==> src/hw/rtl/ycbcr_chroma_key_spill_core_macros.svh <==
// ----------------------------------------------------------------------------
// ycbcr chroma key assertion macros
// shared property wrappers for the keyer block
// ----------------------------------------------------------------------------
`ifndef YCBCR_CHROMA_KEY_SPILL_CORE_MACROS_SVH
`define YCBCR_CHROMA_KEY_SPILL_CORE_MACROS_SVH

// checked on clk_i, off while in reset
`define YCKS_ASSERT(lbl, prop, msg) \
  lbl: assert property (@(posedge clk_i) disable iff (!rst_ni) prop) else $error(msg);

// checked on clk_i, also during reset
`define YCKS_ASSERT_ALWAYS(lbl, prop, msg) \
  lbl: assert property (@(posedge clk_i) prop) else $error(msg);

`endif

==> src/hw/rtl/ycks_pkg.sv <==
// ----------------------------------------------------------------------------
// ycks_pkg
// types and constants for the ycbcr chroma keyer
// ----------------------------------------------------------------------------
package ycks_pkg;

  localparam int SQ_STEPS  = 25;
  localparam int RAD_W     = 2 * SQ_STEPS;
  localparam int ROOT_W    = SQ_STEPS;
  localparam int REM_W     = ROOT_W + 2;
  localparam int DIV_STEPS = 17;
  localparam int DIFF_W    = 18;
  localparam int MASK_W    = 17;
  localparam int CFG_IDX_W = 3;
  localparam int CFG_DAT_W = 16;

  localparam int CB_R = 11056;
  localparam int CB_G = 21712;
  localparam int CB_B = 32768;
  localparam int CR_R = 32768;
  localparam int CR_G = 27440;
  localparam int CR_B = 5328;

  localparam logic [26:0] RECIP_255 = 27'd67372037;
  localparam int          RECIP_SH  = 34;
  localparam int          SMOOTH_K  = 196608;
  localparam logic [MASK_W-1:0] MASK_ONE = 17'h10000;

  typedef enum logic [CFG_IDX_W-1:0] {
    REG_KEY_RED   = 3'd0,
    REG_KEY_GREEN = 3'd1,
    REG_KEY_BLUE  = 3'd2,
    REG_THRESHOLD = 3'd3,
    REG_SOFTNESS  = 3'd4,
    REG_SPILL     = 3'd5
  } cfg_reg_e;

  typedef struct packed {
    logic [7:0] red;
    logic [7:0] green;
    logic [7:0] blue;
    logic [7:0] alpha;
    logic       match;
  } pix_t;

endpackage

==> src/hw/rtl/ycks_sqrt.sv <==
// ----------------------------------------------------------------------------
// ycks_sqrt
// pipelined integer square root, one root bit per stage
// ----------------------------------------------------------------------------
module ycks_sqrt (
  input  logic                        clk_i,
  input  logic                        en_i,
  input  logic [ycks_pkg::RAD_W-1:0]  rad_i,
  output logic [ycks_pkg::ROOT_W-1:0] root_o
);
  import ycks_pkg::*;

  logic [RAD_W-1:0]  rad_q  [SQ_STEPS];
  logic [REM_W-1:0]  rem_q  [SQ_STEPS];
  logic [ROOT_W-1:0] root_q [SQ_STEPS];

  for (genvar k = 0; k < SQ_STEPS; k++) begin : g_step
    logic [RAD_W-1:0]  rad_s;
    logic [REM_W-1:0]  rem_s;
    logic [ROOT_W-1:0] root_s;
    logic [REM_W-1:0]  rem_sh;
    logic [REM_W-1:0]  trial;

    if (k == 0) begin : g_first
      assign rad_s  = rad_i;
      assign rem_s  = '0;
      assign root_s = '0;
    end else begin : g_next
      assign rad_s  = rad_q[k-1];
      assign rem_s  = rem_q[k-1];
      assign root_s = root_q[k-1];
    end

    assign rem_sh = {rem_s[REM_W-3:0], rad_s[RAD_W-1:RAD_W-2]};
    assign trial  = {root_s, 2'b01};

    always_ff @(posedge clk_i) begin
      if (en_i) begin
        rad_q[k] <= {rad_s[RAD_W-3:0], 2'b00};
        if (rem_sh >= trial) begin
          rem_q[k]  <= rem_sh - trial;
          root_q[k] <= {root_s[ROOT_W-2:0], 1'b1};
        end else begin
          rem_q[k]  <= rem_sh;
          root_q[k] <= {root_s[ROOT_W-2:0], 1'b0};
        end
      end
    end
  end

  assign root_o = root_q[SQ_STEPS-1];

endmodule

==> config.mk <==
export PLATFORM = sky130hd
export DESIGN_NAME = ycks_sqrt
export DESIGN_NICKNAME = d
export VERILOG_FILES = /design/src/hw/rtl/ycbcr_chroma_key_spill_core_macros.svh /design/src/hw/rtl/ycks_pkg.sv /design/src/hw/rtl/ycks_sqrt.sv
export SDC_FILE = /design/constraint.sdc
export NUM_CORES = 2
export LEC_CHECK = 0
export ABC_AREA = 1
export ABC_CLOCK_PERIOD_IN_PS = 9140
export BUFFER_PORTS_ARGS = -buffer_cell sky130_fd_sc_hd__clkbuf_2
export CAP_MARGIN = 30
export CORE_UTILIZATION = 52
export CTS_CLUSTER_DIAMETER = 50
export DETAILED_ROUTE_END_ITERATION = 8
export GPL_TIMING_DRIVEN = 1
export MAX_ROUTING_LAYER = met4
export PLACE_DENSITY = 0.8
export SYNTH_ARGS = -nofsm -noshare
export SYNTH_HDL_FRONTEND = slang
export SYNTH_SLANG_ARGS = --single-unit
==> constraint.sdc <==
create_clock -name clk_i -period 9.14 [get_ports clk_i]
set_input_delay 2.742 -clock clk_i [delete_from_list [all_inputs] [get_ports clk_i]]
set_output_delay 2.742 -clock clk_i [all_outputs]
set_load 0.01 [all_outputs]
==> flow_summary_export.csv <==
group,metric,value,unit
run_status,status,"finished clean",
clocking,post-cts-setup-buffers,0,
worst_setup_path,slowest_delay,610,ps
synth,synth-seq-cells,1493,
finish,n_fill_cell,13800,
place,placedCellCount,11400,
finish,final-instance-count-excl-fill,11800,
floorplan,dieArea,0.160,mm²
place,gp_congestion,0.964,
min_path,worstHoldPathCells,0,
timing,grt_setup_unrepaired,"false",
clocking,cts_hold_buf,0,
worst_setup_path,r2r-start,"rem_q[1][168]",
synth,synth-simple-area-share,24.8,%
power,vdd_ir_drop_max,0.206,mV
finish,drive_above_1_share,4.88,%
job,cap_violations,0,
finish,multi_input_comb_area,0.0304,mm²
min_path,min_from,"rad_q[1][17]",
synth,synth_top_family_by_area,"simple AND/OR/NAND/NOR gates",
place,dp_slack,3060,ps
timing,finalCriticalPeriod,5250,ps
worst_setup_path,crit_fanout,111,
global_routing,grt_pass1_wl,325000,µm
synth,ys_warn_count,0,
worst_setup_path,path_common_cell,"nand2_1",
synth,syn_area,0.0822,mm²
clocking,htreeDepth,4,
finish,diodes,0,
global_routing,grt_max_degree,193,
synth,synth_top_area_cell,"edfxtp_1",
global_routing,antenna_found_initial,2,
clocking,clkTransAtPathRegs,60,ps
place,place_area,0.0847,mm²
global_routing,grt_remaining_overflow,0,
place,dp_hpwl,160000,µm
synth,synthArstFlopShare,0,%
global_routing,grt.total_usage,26.8,%
power,p_leak,41.8,nW
floorplan,rows,145,
floorplan,fp.dieW,399,µm
synth,yosysMostFrequentCell,"nand2_1",
timing,drv_slew,0,
clocking,insertion_delay,830,ps
routing,first_pass_iters,8,
routing,via_count,62400,
clocking,clockRootBuffer,"clkbuf_16",
synth,synth-xor-area-share,2.64,%
timing,relSlewSlack,21.0,%
routing,drc,0,
floorplan,design.core.area,0.157,mm²
min_path,min_to,"rad_q[1][67]",
worst_setup_path,r2r_end,"rem_q[1][201]",
finish,area_growth,10.4,%
synth,synthMuxAreaShare,0,%
power,power,20.8,mW
synth,synth_fa_ha_area_share,5.36,%
synth,yosysSeqAreaShare,54.6,%
timing,report.final.hold_viol_count,0,
timing,setup-violations-final,0,
synth,synth_compound_area_share,4.14,%
timing,worst_slew_pin_slew,1180,ps
timing,fin_skew,36.5,ps
synth,avgSynthCellArea,8.75,µm²
routing,vias_per_cell,5.30,
clocking,cts_sinks,1493,
power,power_density,230,mW/mm²
place,io_buffers,76,
synth,synth_edf_count,1492,
synth,syn_inst,9391,
floorplan,start_util,52.5,%
routing,final_antenna_net_count,0,
floorplan,die_y,399,µm
worst_setup_path,crit_path_end_kind,"register",
clocking,clk_path_buf_depth,3,
worst_setup_path,path_cells,"buf_12, inv_2, buf_4, nor3_1, nand2_1, a21oi_4, nand2_2, nand2_1, nand2_1",
worst_setup_path,worst_r2r_path_depth,9,
global_routing,grt-busiest-layer,"met2",
global_routing,use_met2,43.1,%
worst_setup_path,cp.required,9700,ps
finish,register_area,0.0448,mm²
synth,synth_area_leaders,"edfxtp_1 55%, nand2_1 13%, inv_1 7.7%, ha_1 5.4%, nand3_1 4.0%",
global_routing,met1_usage,34.9,%
synth,synth_nets,9795,
floorplan,num_io_pins,77,
finish,nets,9973,
worst_setup_path,r2r_slack,5740,ps
timing,whs,409,ps
synth,synthDominantCellAreaShare,54.5,%
worst_setup_path,critPathKind,"in2reg",
clocking,cts_tree,"built",
routing,wl_per_cell,17.7,µm
global_routing,met3_usage,3.42,%
min_path,hold_class,"reg2reg",
finish,postLayoutCellArea,0.0907,mm²
timing,fin_ws,3890,ps
clocking,postCtsResizedCells,0,
timing,setup_tns,0,ps
worst_setup_path,worstSetupStartpointType,"input pin",
clocking,numCtsBuffers,176,
worst_setup_path,cp.arrival,5810,ps
synth,ys.flop_type,"edfxtp_1",
global_routing,grt_pass1_vias,59900,
finish,fin_util,57.9,%
routing,drtIter0Drc,5444,
timing,fmax,191,MHz
worst_setup_path,slowest_stage,"a21oi_4",
synth,synthDistinctLibCells,52,
synth,ys_top_cells_by_count,"2948 x nand2_1, 1681 x inv_1, 1492 x edfxtp_1",
routing,postRouteWirelength,208000,µm
timing,fin_crit_sh,57.4,%
-- final cells by class --
class                           count  area share [%]
Clock inverter                    128            1.50
Timing Repair Buffer              104           0.789
Tap cell                         2058            2.84
Inverter                         1691            7.00
Multi-Input combinational cell   6103            33.5
Clock buffer                      194            4.93
Sequential cell                  1493            49.4
-- critical path, delay by kind of cell --
family,cells,cell delay (ps)
and+or+nand+nor,5,1210
buffers and inverters,3,1130
AOI/OAI and AO/OA,1,610
-- registers in the layout (all words and copies together), names as in the netlist --
signal	count
rad_q	600
rem_q	568
root_q	325
-- power by group --
group / switching [mW] / internal, mW / total [mW] / leakage, nW
clock network: 2.96 / 3.98 / 6.94 / 2.83
logic: 3.21 / 1.53 / 4.74 / 24.6
registers: 0.604 / 8.53 / 9.13 / 14.4
total: 6.77 / 14.0 / 20.8 / 41.8
-- placed cells by master, fill, tap and decap left out, types with 7 or more instances in the layout --
cell type / synthesis / routed
nand2_4: 8 / 8
clkinvlp_4: 0 / 10
clkinv_2: 0 / 24
nand2_1: 2948 / 2948
nor3_1: 114 / 114
nand3b_1: 63 / 63
nand3_1: 651 / 651
nor4_1: 23 / 23
nor2_1: 791 / 791
clkinv_1: 0 / 23
o21ai_1: 37 / 37
clkinv_8: 0 / 10
o21bai_1: 41 / 41
edfxtp_1: 1492 / 1492
buf_4: 11 / 21
o211ai_1: 8 / 8
inv_1: 1681 / 1681
xnor2_1: 94 / 94
inv_6: 0 / 21
nor3b_1: 7 / 7
o21ai_0: 220 / 220
nor2_2: 15 / 15
xor2_1: 154 / 154
or2_2: 10 / 10
clkbuf_1: 31 / 18
clkinv_4: 0 / 11
a21oi_2: 8 / 8
a21oi_1: 285 / 285
inv_8: 0 / 12
nand4_1: 199 / 199
and2_1: 13 / 13
inv_2: 10 / 10
clkbuf_2: 4 / 75
clkbuf_16: 0 / 176
o21ai_2: 11 / 11
nand2_2: 10 / 10
ha_1: 352 / 352
bufinv_16: 0 / 13
-- worst max-delay path by stage --
stage	to	from	cells past startpoint	slack [ps]
floorplan	rem_q[2][189]	en_i	3	4160
global route	rem_q[2][177]	en_i	9	3670
finish	rem_q[2][171]	en_i	9	3890
detailed placement	rem_q[2][177]	en_i	9	3060
global placement	rem_q[2][177]	en_i	9	3140
CTS	rem_q[2][173]	en_i	9	3920
-- cells by family (layout without fill, tap and decap cells) --
family                   Yosys count  in the layout
AND/OR/NAND/NOR                 4874           4874
buffers and inverters           1795           2117
flip-flops                      1493           1493
AO/OA/AOI/OAI                    629            629
adder cells (fa/ha/maj)          352            352
XOR/XNOR                         248            248
-- routing by layer --
metal	wire, µm	vias to the layer above
li1	-	30900
met1	91200	29000
met2	97700	1960
met3	12000	448
met4	7230	0
met5	0	-
(Power assumes the default switching activity.)
