==> config.mk <==
export PLATFORM = sky130hd
export DESIGN_NAME = ycks_div
export DESIGN_NICKNAME = d
export VERILOG_FILES = /design/src/hw/rtl/ycbcr_chroma_key_spill_core_macros.svh /design/src/hw/rtl/ycks_pkg.sv /design/src/hw/rtl/ycks_div.sv
export SDC_FILE = /design/constraint.sdc
export NUM_CORES = 1
export LEC_CHECK = 0
export ABC_AREA = 1
export BUFFER_PORTS_ARGS = -buffer_cell sky130_fd_sc_hd__clkbuf_2
export CAP_MARGIN = 20
export CORE_UTILIZATION = 35
export CTS_CLUSTER_SIZE = 40
export DETAILED_ROUTE_END_ITERATION = 16
export GPL_TIMING_DRIVEN = 0
export HOLD_SLACK_MARGIN = 0.02
export PLACE_DENSITY = 0.56
export SLEW_MARGIN = 20
export SYNTH_ARGS = -nofsm -noshare
export SYNTH_HDL_FRONTEND = slang
export SYNTH_SLANG_ARGS = --single-unit
==> constraint.sdc <==
create_clock -name clk_i -period 2.7 [get_ports clk_i]
set_input_delay 0.27 -clock clk_i [delete_from_list [all_inputs] [get_ports clk_i]]
set_output_delay 0.27 -clock clk_i [all_outputs]
set_load 0.01 [all_outputs]
==> src/hw/rtl/ycbcr_chroma_key_spill_core_macros.svh <==
// ----------------------------------------------------------------------------
// ycbcr chroma key assertion macros
// shared property wrappers for the keyer block
// ----------------------------------------------------------------------------
`ifndef YCBCR_CHROMA_KEY_SPILL_CORE_MACROS_SVH
`define YCBCR_CHROMA_KEY_SPILL_CORE_MACROS_SVH

// checked on clk_i, off while in reset
`define YCKS_ASSERT(lbl, prop, msg) \
  lbl: assert property (@(posedge clk_i) disable iff (!rst_ni) prop) else $error(msg);

// checked on clk_i, also during reset
`define YCKS_ASSERT_ALWAYS(lbl, prop, msg) \
  lbl: assert property (@(posedge clk_i) prop) else $error(msg);

`endif

==> src/hw/rtl/ycks_pkg.sv <==
// ----------------------------------------------------------------------------
// ycks_pkg
// types and constants for the ycbcr chroma keyer
// ----------------------------------------------------------------------------
package ycks_pkg;

  localparam int SQ_STEPS  = 25;
  localparam int RAD_W     = 2 * SQ_STEPS;
  localparam int ROOT_W    = SQ_STEPS;
  localparam int REM_W     = ROOT_W + 2;
  localparam int DIV_STEPS = 17;
  localparam int DIFF_W    = 18;
  localparam int MASK_W    = 17;
  localparam int CFG_IDX_W = 3;
  localparam int CFG_DAT_W = 16;

  localparam int CB_R = 11056;
  localparam int CB_G = 21712;
  localparam int CB_B = 32768;
  localparam int CR_R = 32768;
  localparam int CR_G = 27440;
  localparam int CR_B = 5328;

  localparam logic [26:0] RECIP_255 = 27'd67372037;
  localparam int          RECIP_SH  = 34;
  localparam int          SMOOTH_K  = 196608;
  localparam logic [MASK_W-1:0] MASK_ONE = 17'h10000;

  typedef enum logic [CFG_IDX_W-1:0] {
    REG_KEY_RED   = 3'd0,
    REG_KEY_GREEN = 3'd1,
    REG_KEY_BLUE  = 3'd2,
    REG_THRESHOLD = 3'd3,
    REG_SOFTNESS  = 3'd4,
    REG_SPILL     = 3'd5
  } cfg_reg_e;

  typedef struct packed {
    logic [7:0] red;
    logic [7:0] green;
    logic [7:0] blue;
    logic [7:0] alpha;
    logic       match;
  } pix_t;

endpackage

==> src/hw/rtl/ycks_div.sv <==
// ----------------------------------------------------------------------------
// ycks_div
// pipelined restoring divider for the key mask, saturated to one
// ----------------------------------------------------------------------------
module ycks_div (
  input  logic                        clk_i,
  input  logic                        en_i,
  input  logic [ycks_pkg::DIFF_W-1:0] diff_i,
  input  logic                        sat_i,
  input  logic [ycks_pkg::MASK_W-1:0] den_i,
  output logic [ycks_pkg::MASK_W-1:0] mask_o
);
  import ycks_pkg::*;

  logic [MASK_W-1:0] rem_q [DIV_STEPS];
  logic [MASK_W-1:0] quo_q [DIV_STEPS];
  logic              sat_q [DIV_STEPS];

  for (genvar k = 0; k < DIV_STEPS; k++) begin : g_step
    logic [MASK_W-1:0] rem_s;
    logic [MASK_W-1:0] quo_s;
    logic              sat_s;
    logic              nbit;
    logic [MASK_W:0]   rem_sh;

    if (k == 0) begin : g_first
      assign rem_s = diff_i[DIFF_W-1:1];
      assign quo_s = '0;
      assign sat_s = sat_i;
      assign nbit  = diff_i[0];
    end else begin : g_next
      assign rem_s = rem_q[k-1];
      assign quo_s = quo_q[k-1];
      assign sat_s = sat_q[k-1];
      assign nbit  = 1'b0;
    end

    assign rem_sh = {rem_s, nbit};

    always_ff @(posedge clk_i) begin
      if (en_i) begin
        sat_q[k] <= sat_s;
        if (rem_sh >= {1'b0, den_i}) begin
          rem_q[k] <= MASK_W'(rem_sh - {1'b0, den_i});
          quo_q[k] <= {quo_s[MASK_W-2:0], 1'b1};
        end else begin
          rem_q[k] <= rem_sh[MASK_W-1:0];
          quo_q[k] <= {quo_s[MASK_W-2:0], 1'b0};
        end
      end
    end
  end

  always_comb begin
    if (sat_q[DIV_STEPS-1] || quo_q[DIV_STEPS-1] > MASK_ONE) begin
      mask_o = MASK_ONE;
    end else begin
      mask_o = quo_q[DIV_STEPS-1];
    end
  end

endmodule

==> results of run 1 <==
## worst register-to-register path, stage by stage (launching register included)
cell      delay [ns]
edfxtp_1        0.41
ha_1            0.35
or2_2           0.32
nand3_1         0.09
nand2_1         0.12
nand2_1         0.12
nand2_1         0.08
nand2_2         0.19
nand2_2         0.21
buf_4           0.25
nand2_1         0.07
nand2_1         0.08
## stage by stage
stage / setup slack, ns / util, % / cell area (um^2) / std cells / TNS (ns)
floorplan: 0.238 / - / 35100 / 4928 / 0
global placement: -3.52 / 37.4 / 36900 / 6269 / -911.90
detailed placement: -2.65 / 37.8 / 37400 / 6289 / -662.20
CTS: 0.0610 / 39.7 / 39200 / 6388 / 0
global route: 0.0158 / 39.7 / 39300 / 6388 / 0
finish: 0.139 / 39.7 / 39300 / 6388 / 0
## routing by layer
metal	track usage, %	up-vias
met5	0	-
met4	5.71	0
met3	2.79	132
met2	32.0	799
met1	28.1	13801
li1	-	15869
## cell usage after synthesis, types with 13 or more instances
master | instances | share of area (%)
edfxtp_1 | 441 | 38
ha_1 | 288 | 10
nand2_2 | 16 | 0.29
nand2_1 | 2094 | 22
nor2_1 | 227 | 2.4
buf_4 | 14 | 0.30
fa_1 | 16 | 0.91
nor3_1 | 61 | 0.87
xor2_1 | 71 | 1.8
o21ai_0 | 20 | 0.29
and2_1 | 26 | 0.46
inv_1 | 831 | 8.9
o21ai_1 | 13 | 0.19
a21oi_1 | 172 | 2.5
xnor2_1 | 41 | 1.0
clkbuf_1 | 31 | 0.33
nand4_1 | 33 | 0.59
nand3_1 | 435 | 6.2
buf_2 | 27 | 0.39
## state kept, by name (all words and copies together) (netlist names)
register	cells
sat_q	17
rem_q	272
quo_q	153
## final cells by class
type                       instances  share of cell area [%]
sequential                       442                    33.8
inverter                         832                    7.97
timing repair buffer              83                    2.06
clock buffer                      53                    3.22
tap                             1287                    4.10
clock inverter                    39                    1.09
buffer                            78                    1.18
multi-input combinational       3574                    46.6
## power groups by stage
stage	sequential [uW]	clock [uW]	combinational, uW
floorplan	11400	0	15500
global placement	12200	0	20000
detailed placement	12100	0	20200
CTS	12000	7210	20300
global route	12200	7460	23600
finish	12100	7060	20500
## cell families after synthesis
kind of cell | after synthesis | share of synthesized area, %
flops | 442 | 37.8
buf+inv | 912 | 10.1
simple gates | 2933 | 34.2
compound gates | 225 | 3.85
xor+xnor | 112 | 2.80
fa+ha+maj | 304 | 11.2
## final timing paths
| path | endpoint | cells past startpoint | startpoint |
|---|---|---|---|
| setup / recovery | rem_q[15][14]$_DFFE_PP_ | 13 | den_i[3] |
| hold / removal | rem_q[0][6]$_DFFE_PP_ | 3 | diff_i[6] |
| setup reg to reg | rem_q[15][14]$_DFFE_PP_ | 11 | rem_q[14][2]$_DFFE_PP_ |
| hold reg to reg | quo_q[3][3]$_DFFE_PP_ | 0 | quo_q[2][2]$_DFFE_PP_ |
## cell usage in the layout (no fill, tap or decap), types with 4 or more instances in the layout
master,count
nand3_1,435
nand2_4,9
dlygate4sd3_1,7
nor3_1,61
fa_1,16
bufinv_16,6
a31oi_4,7
clkbuf_16,52
clkinv_4,6
clkbuf_1,16
buf_12,13
clkbuf_2,68
clkinv_2,5
and2_1,26
xor2_1,71
xnor2_1,41
a21oi_4,9
inv_6,5
nand2_1,2088
nand2_2,19
nand3b_1,10
or2_2,10
edfxtp_1,441
clkinvlp_4,12
and3_1,5
buf_6,8
inv_2,16
o21ai_1,13
buf_4,15
nor2_1,227
nand4_1,33
clkinv_1,4
buf_16,5
nor3_2,9
buf_2,28
inv_1,814
ha_1,288
o21ai_0,20
a21oi_1,172
## timing repair
action                                  in CTS  in global routing
endpoints found under the setup margin     288                 73
hold buffers                                 7                  0
setup buffers                                1                  0
resized for setup                           10                 15
endpoints found under the hold margin        7                  0
==> summary.txt, run 1 <==
Outcome
  – Status: complete, no violations

Floorplanning
  – Die height: 319 um
  – Die Outline Area: 101,000 um^2
  – Width of the die: 319 um
  – Number of placement rows: 115
  – Core area: 98,900 um^2
  – Boundary pin count: 55
  – Effective utilization at floorplan: 35.5%

Min path
  – Worst min path class: in -> reg

Logic synthesis
  – Total of flip-flops plus latches after synthesis: 442
  – Post-synthesis instance area: 35,100 um^2
  – Synthesized netlist net count: 5,270
  – Post-synth EDFFs: 441
  – Cell count after synthesis: 4,928
  – Main synth FF type: edfxtp_1
  – Mean post-synth cell area: 7.11 um^2
  – Count of cell types in the netlist: 34
  – Async set or reset register ratio after synthesis: 0%
  – Sequential-to-total area share from yosys stat: 37.8%
  – Yosys Warn Count: 0

Power
  – Internal power: 21,700 uW
  – Logic pwr share: 51.7%
  – Switch share: 45.1%
  – Final Power: 39,600 uW
  – Switching power: 17,900 uW
  – Power per Cell Area: 1010 nW/um^2
  – Peak ir drop on the vdd network: 0.541 mV
  – Static Leak: 0.0209 uW
  – Part of the total power dissipated in sequential elements: 30.5%
  – Clock network power share: 17.8%

Final layout
  – Number of nets in the finished design: 5,403
  – Fraction of layout cells with a size suffix above 1: 6.04%
  – Count of inserted antenna diode cells: 0
  – Combined area of the multi-input logic cells: 18,300 um^2
  – Sequential standard cell area: 13,300 um^2
  – Fill cells: 10.3k
  – Area added between synthesis and finish: 11.9%

Setup path
  – Reg2Reg Setup Slack: 0.16 ns
  – Critical path class: in -> reg
  – Highest cell delay on the worst timing path: 0.58 ns
  – CP Buf/Inv Count: 3
  – Crit path max-delay family: simple AND/OR/NAND/NOR gates
  – Element type at the critical path end: register
  – Worst Path Max Fanout: 17
  – Cell with the largest stage delay on the worst path: inv_2
  – Most frequent CP cell: nand2_1
  – Data arrival at the endpoint of the critical path: 2.89 ns
  – Critical path required time: 3.03 ns
  – Launching element type of the critical path: input pin
  – Critical Path, Cell by Cell: clkbuf_2 -> inv_2 -> ha_1 -> or2_2 -> nand3_1 -> nand2_1 -> nand2_1 -> nand2_1 -> nand2_2 -> nand2_2 -> buf_4 -> nand2_1 -> nand2_1

Clock tree
  – Number of buffers between clock root and the deepest sink: 3
  – Root buffer selected by CTS: clkbuf_16
  – Clock transition at the register clock pins on the worst setup and hold paths after CTS: 0.06 ns
  – Number of H-tree levels: 2
  – Num CTS Buffers: 50
  – Number of sinks driven by the clock tree: 442
  – TritonCTS clock tree: yes
  – Clock Latency Late Sink: 0.62 ns

Route
  – DRT antenna net count: 0
  – Starting DRC count in detailed routing: 2,502
  – Detailed-route wire length per cell: 16.0 um
  – Overall routed net length: 102 mm
  – Met3 WL post-DR: 6.97 mm
  – Detailed-route wire length on metal 1: 47.8 mm
  – Met2 wire length: 44.9 mm
  – Via/cell ratio: 4.79
  – DR pass1 iterations: 6
  – DRC violation count after routing: 0
  – Total via count in the routed design: 30.6k
  – Uppermost metal layer occupied by signal nets: met4

Timing
  – Number of hold violations in the final report: 0
  – Actual slew at the worst max-slew pin: 0.934 ns
  – Worst-case headroom to the max-slew limit: 37.7%
  – Shortest period the worst path allows: 2.56 ns
  – Post-Route Skew: 0.0332 ns
  – Final setup vio count: 0
  – Fmax: 390 MHz
  – Final clock period utilization by the worst path: 94.9%
  – Number of pins exceeding their max-slew limit in the final report: 0
  – Setup repair after global routing missed its margin: no
  – Hold Worst Slack: 0.0431 ns

Global routing
  – Number of global-route vias before repair: 28.5k
  – First-pass GRT wire length: 158 mm
  – Leftover overflow at the end of global routing: 0
  – Total track usage: 20.0%
  – Antenna violations before repair: 4
  – Largest net degree at the start of global routing: 29

Placement
  – Hpwl dp: 77.3 mm
  – GPL Wtd Cong: 0.891
  – Count of buffers inserted at the top-level ports: 54

Flow run
  – Number of maximum-capacitance constraint violations: 0
Note: power is estimated with default switching activity, not from simulation.
==> run 2, diff against run 1 <==
--- a/config.mk
+++ b/config.mk
@@ -5,7 +5,7 @@
 export SDC_FILE = /design/constraint.sdc
 export NUM_CORES = 1
 export LEC_CHECK = 0
-export ABC_AREA = 1
+export ABC_AREA = 0
 export BUFFER_PORTS_ARGS = -buffer_cell sky130_fd_sc_hd__clkbuf_2
 export CAP_MARGIN = 20
 export CORE_UTILIZATION = 35
@@ -13,7 +13,7 @@
 export DETAILED_ROUTE_END_ITERATION = 16
 export GPL_TIMING_DRIVEN = 0
 export HOLD_SLACK_MARGIN = 0.02
-export PLACE_DENSITY = 0.56
+export PLACE_DENSITY_LB_ADDON = 0.2
 export SLEW_MARGIN = 20
 export SYNTH_ARGS = -nofsm -noshare
 export SYNTH_HDL_FRONTEND = slang
==> run 2 against run 1 <==
The run now ends with setup timing left. Count of clock-buffer cells in the layout stayed put. Wire length down 19%. Via count fell by 25%. Synthesized cell count is 44% lower. Highest routed layer unchanged. Critical path type is now reg -> reg.
==> summary.txt, run 2 <==
Route
  – Detailed-route wire length per cell: 19.6 um
  – Total via count in the routed design: 22.9k
  – DRT antenna net count: 0
  – DRC violation count after routing: 0
  – Via/cell ratio: 5.42
  – Overall routed net length: 82.8 mm
  – Starting DRC count in detailed routing: 1,553
  – DR pass1 iterations: 8

Placement
  – GPL Wtd Cong: 0.854
  – Hpwl dp: 56.6 mm
  – Count of buffers inserted at the top-level ports: 54
  – Number of placed cells counting well taps: 3,952

Min path
  – Worst min path class: in -> reg
  – Endpoint, Worst Hold: rem_q[0][5]$_DFFE_PP_
  – Hold Crit Depth: 3
  – Worst hold path startpoint: diff_i[5]

Final layout
  – Largest register FFs: 272
  – Combined area of the multi-input logic cells: 17,500 um^2
  – Sequential standard cell area: 13,300 um^2
  – Fill cells: 7,800
  – Register ranked first by flip-flop count: rem_q
  – Area added between synthesis and finish: 24.1%
  – Non-filler instance count after layout: 4,223
  – Number of nets in the finished design: 3,392
  – Fraction of layout cells with a size suffix above 1: 24.4%
  – Commonest non-fill, non-tap cell in the layout: edfxtp_1
  – Largest regs: rem_q x272, quo_q x153, sat_q x17
  – Leading cell types in the layout, fill and taps excluded: edfxtp_1, ha_1, a21oi_1

Logic synthesis
  – Synth cell count leaders: edfxtp_1, ha_1, a21oi_1
  – Post-synth EDFFs: 441
  – Async set or reset register ratio after synthesis: 0%
  – Cell count after synthesis: 2,755
  – Count of cell types in the netlist: 92
  – Cell taking the most area after synthesis: edfxtp_1
  – Synthesized netlist net count: 3,097
  – Most common cell in the synthesized netlist: edfxtp_1
  – Leading cell types by total area after synthesis: edfxtp_1, ha_1, a21oi_1, mux2_2, xnor2_1
  – Yosys Warn Count: 0
  – Main synth FF type: edfxtp_1
  – Post-synthesis instance area: 29,900 um^2
  – Mean post-synth cell area: 10.9 um^2
  – Share of Yosys cell area claimed by the top area cell type: 44.2%
  – Total of flip-flops plus latches after synthesis: 442
  – Sequential-to-total area share from yosys stat: 44.3%

Setup path
  – Crit Reg-Reg Endpoint: rem_q[13][3]$_DFFE_PP_
  – Worst Path Max Fanout: 6
  – Element type at the critical path end: register
  – Startpoint of the worst-slack reg-to-reg timing path: rem_q[12][15]$_DFFE_PP_
  – Data arrival at the endpoint of the critical path: 3.32 ns
  – Critical path required time: 3.07 ns
  – Reg2Reg Setup Slack: -0.25 ns
  – Launching element type of the critical path: register
  – Startpoint of the most critical setup path: rem_q[12][15]$_DFFE_PP_
  – Path depth of the worst reg2reg path: 10
  – Critical path class: reg -> reg

Power
  – Switching power: 15,300 uW
  – Clock network power share: 17.4%
  – Peak ir drop on the vdd network: 0.551 mV
  – Logic pwr share: 53.2%
  – Switch share: 37.1%
  – Internal power: 26,000 uW
  – Static Leak: 0.0145 uW
  – Power per Cell Area: 1110 nW/um^2
  – Part of the total power dissipated in sequential elements: 29.4%

Floorplanning
  – Boundary pin count: 55
  – Core area: 84,200 um^2
  – Number of placement rows: 106
  – Effective utilization at floorplan: 35.6%
  – Die Outline Area: 86,700 um^2
  – Die height: 294 um
  – Width of the die: 294 um

Clock tree
  – Num CTS Buffers: 50
  – Clock Latency Late Sink: 0.62 ns
  – Number of buffers between clock root and the deepest sink: 3
  – Number of H-tree levels: 2
  – Root buffer selected by CTS: clkbuf_16
  – TritonCTS clock tree: yes
  – Number of sinks driven by the clock tree: 442
  – Clock transition at the register clock pins on the worst setup and hold paths after CTS: 0.07 ns

Timing
  – Final clock period utilization by the worst path: 109%
  – Number of hold violations in the final report: 0
  – Final setup margin: -0.250 ns
  – Worst-case headroom to the max-slew limit: 32.4%
  – Number of pins exceeding their max-slew limit in the final report: 0
  – Setup repair after global routing missed its margin: yes
  – Post-Route Skew: 0.0300 ns
  – Fmax: 339 MHz
  – Actual slew at the worst max-slew pin: 1.01 ns
  – Hold Worst Slack: 0.0498 ns
  – Shortest period the worst path allows: 2.95 ns
  – Final setup vio count: 67

Global routing
  – First-pass GRT wire length: 126 mm
  – Antenna violations before repair: 1
  – Leftover overflow at the end of global routing: 0
  – Largest net degree at the start of global routing: 29
  – Number of global-route vias before repair: 22.2k
  – Total track usage: 18.6%

Outcome
  – Status: finished, violations left
  – Failing checks: setup timing

Flow run
  – Number of maximum-capacitance constraint violations: 0
==> run 2: repair_timing <==
item / 4_1_cts / 5_1_grt
endpoints found under the setup margin: 299 / 264
gates resized for setup: 199 / 197
hold buffers: 12 / 0
pin swaps: 56 / 67
setup buffers: 103 / 66
cloned: 4 / 4
endpoints found under the hold margin: 12 / 0
==> run 2: how the worst max path moves through the flow <==
| stage | end | slack [ns] | depth (start not counted) |
|---|---|---|---|
| floorplan | rem_q[13][10]$_DFFE_PP_ | -0.25 | 10 |
| global placement | rem_q[9][14]$_DFFE_PP_ | -1.87 | 11 |
| detailed placement | rem_q[13][9]$_DFFE_PP_ | -1.88 | 10 |
| CTS | rem_q[14][10]$_DFFE_PP_ | -0.21 | 11 |
| global route | rem_q[13][3]$_DFFE_PP_ | -0.32 | 10 |
| finish | rem_q[13][3]$_DFFE_PP_ | -0.25 | 10 |
==> run 2: metal layers <==
metal	GRT usage, %	vias to the layer above	part of all wire (%)
met5	0	-	0
met4	5.09	0	2.5
met3	2.50	126	4.6
met2	31.1	526	47
met1	25.0	11195	46
li1	-	11026	-
==> run 2: power by group through the flow <==
stage	sequential [uW]	clock (uW)	combinational (uW)
after floorplan	11600	0	14600
after global placement	12200	0	17800
after detailed placement	12200	0	18200
after CTS	12100	7330	20000
after global routing	12300	7580	24000
final	12100	7180	22000
==> run 2: critical path: stages (launching register included) <==
cell      delay (ns)
edfxtp_1        0.42
ha_1            0.40
nand4b_1        0.23
o41ai_4         0.48
buf_4           0.20
o31ai_4         0.06
buf_4           0.17
nor2_4          0.19
buf_4           0.14
buf_6           0.08
mux2_2          0.32
==> run 2: kinds of logic (layout without fill, tap and decap cells) <==
kind of cell	Yosys count	count (layout)	synth area share, %
adder cells (fa/ha/maj)	304	304	13.1
XOR/XNOR	186	186	5.44
buffers and inverters	180	513	2.53
flip-flops	442	442	44.3
multiplexers	135	135	5.35
AO/OA/AOI/OAI	770	770	17.1
other	0	1	0
AND/OR/NAND/NOR	738	738	12.2
==> run 2: cell type report <==
cell class,count,area share [%]
multi-input cells,2133,47.1
clock buffers,53,3.45
clock inverters,37,1.14
inverters,112,1.22
well taps,1134,3.82
flip-flops and latches,442,35.7
diodes,1,0.00673
plain buffers,62,1.47
repair buffers,249,6.14
==> run 2: metrics by stage <==
step	total power, uW	setup TNS [ns]	utilization [%]	setup slack (ns)	instance area, um^2
after CTS	39500	-7.50	42.4	-0.208	35700
after global placement	30000	-804.36	37.8	-1.87	31800
after floorplan	26200	-13.20	-	-0.249	30100
final	41300	-6.39	44.1	-0.250	37200
after detailed placement	30400	-599.11	38.1	-1.88	32100
after global routing	44000	-16.26	44.1	-0.318	37200
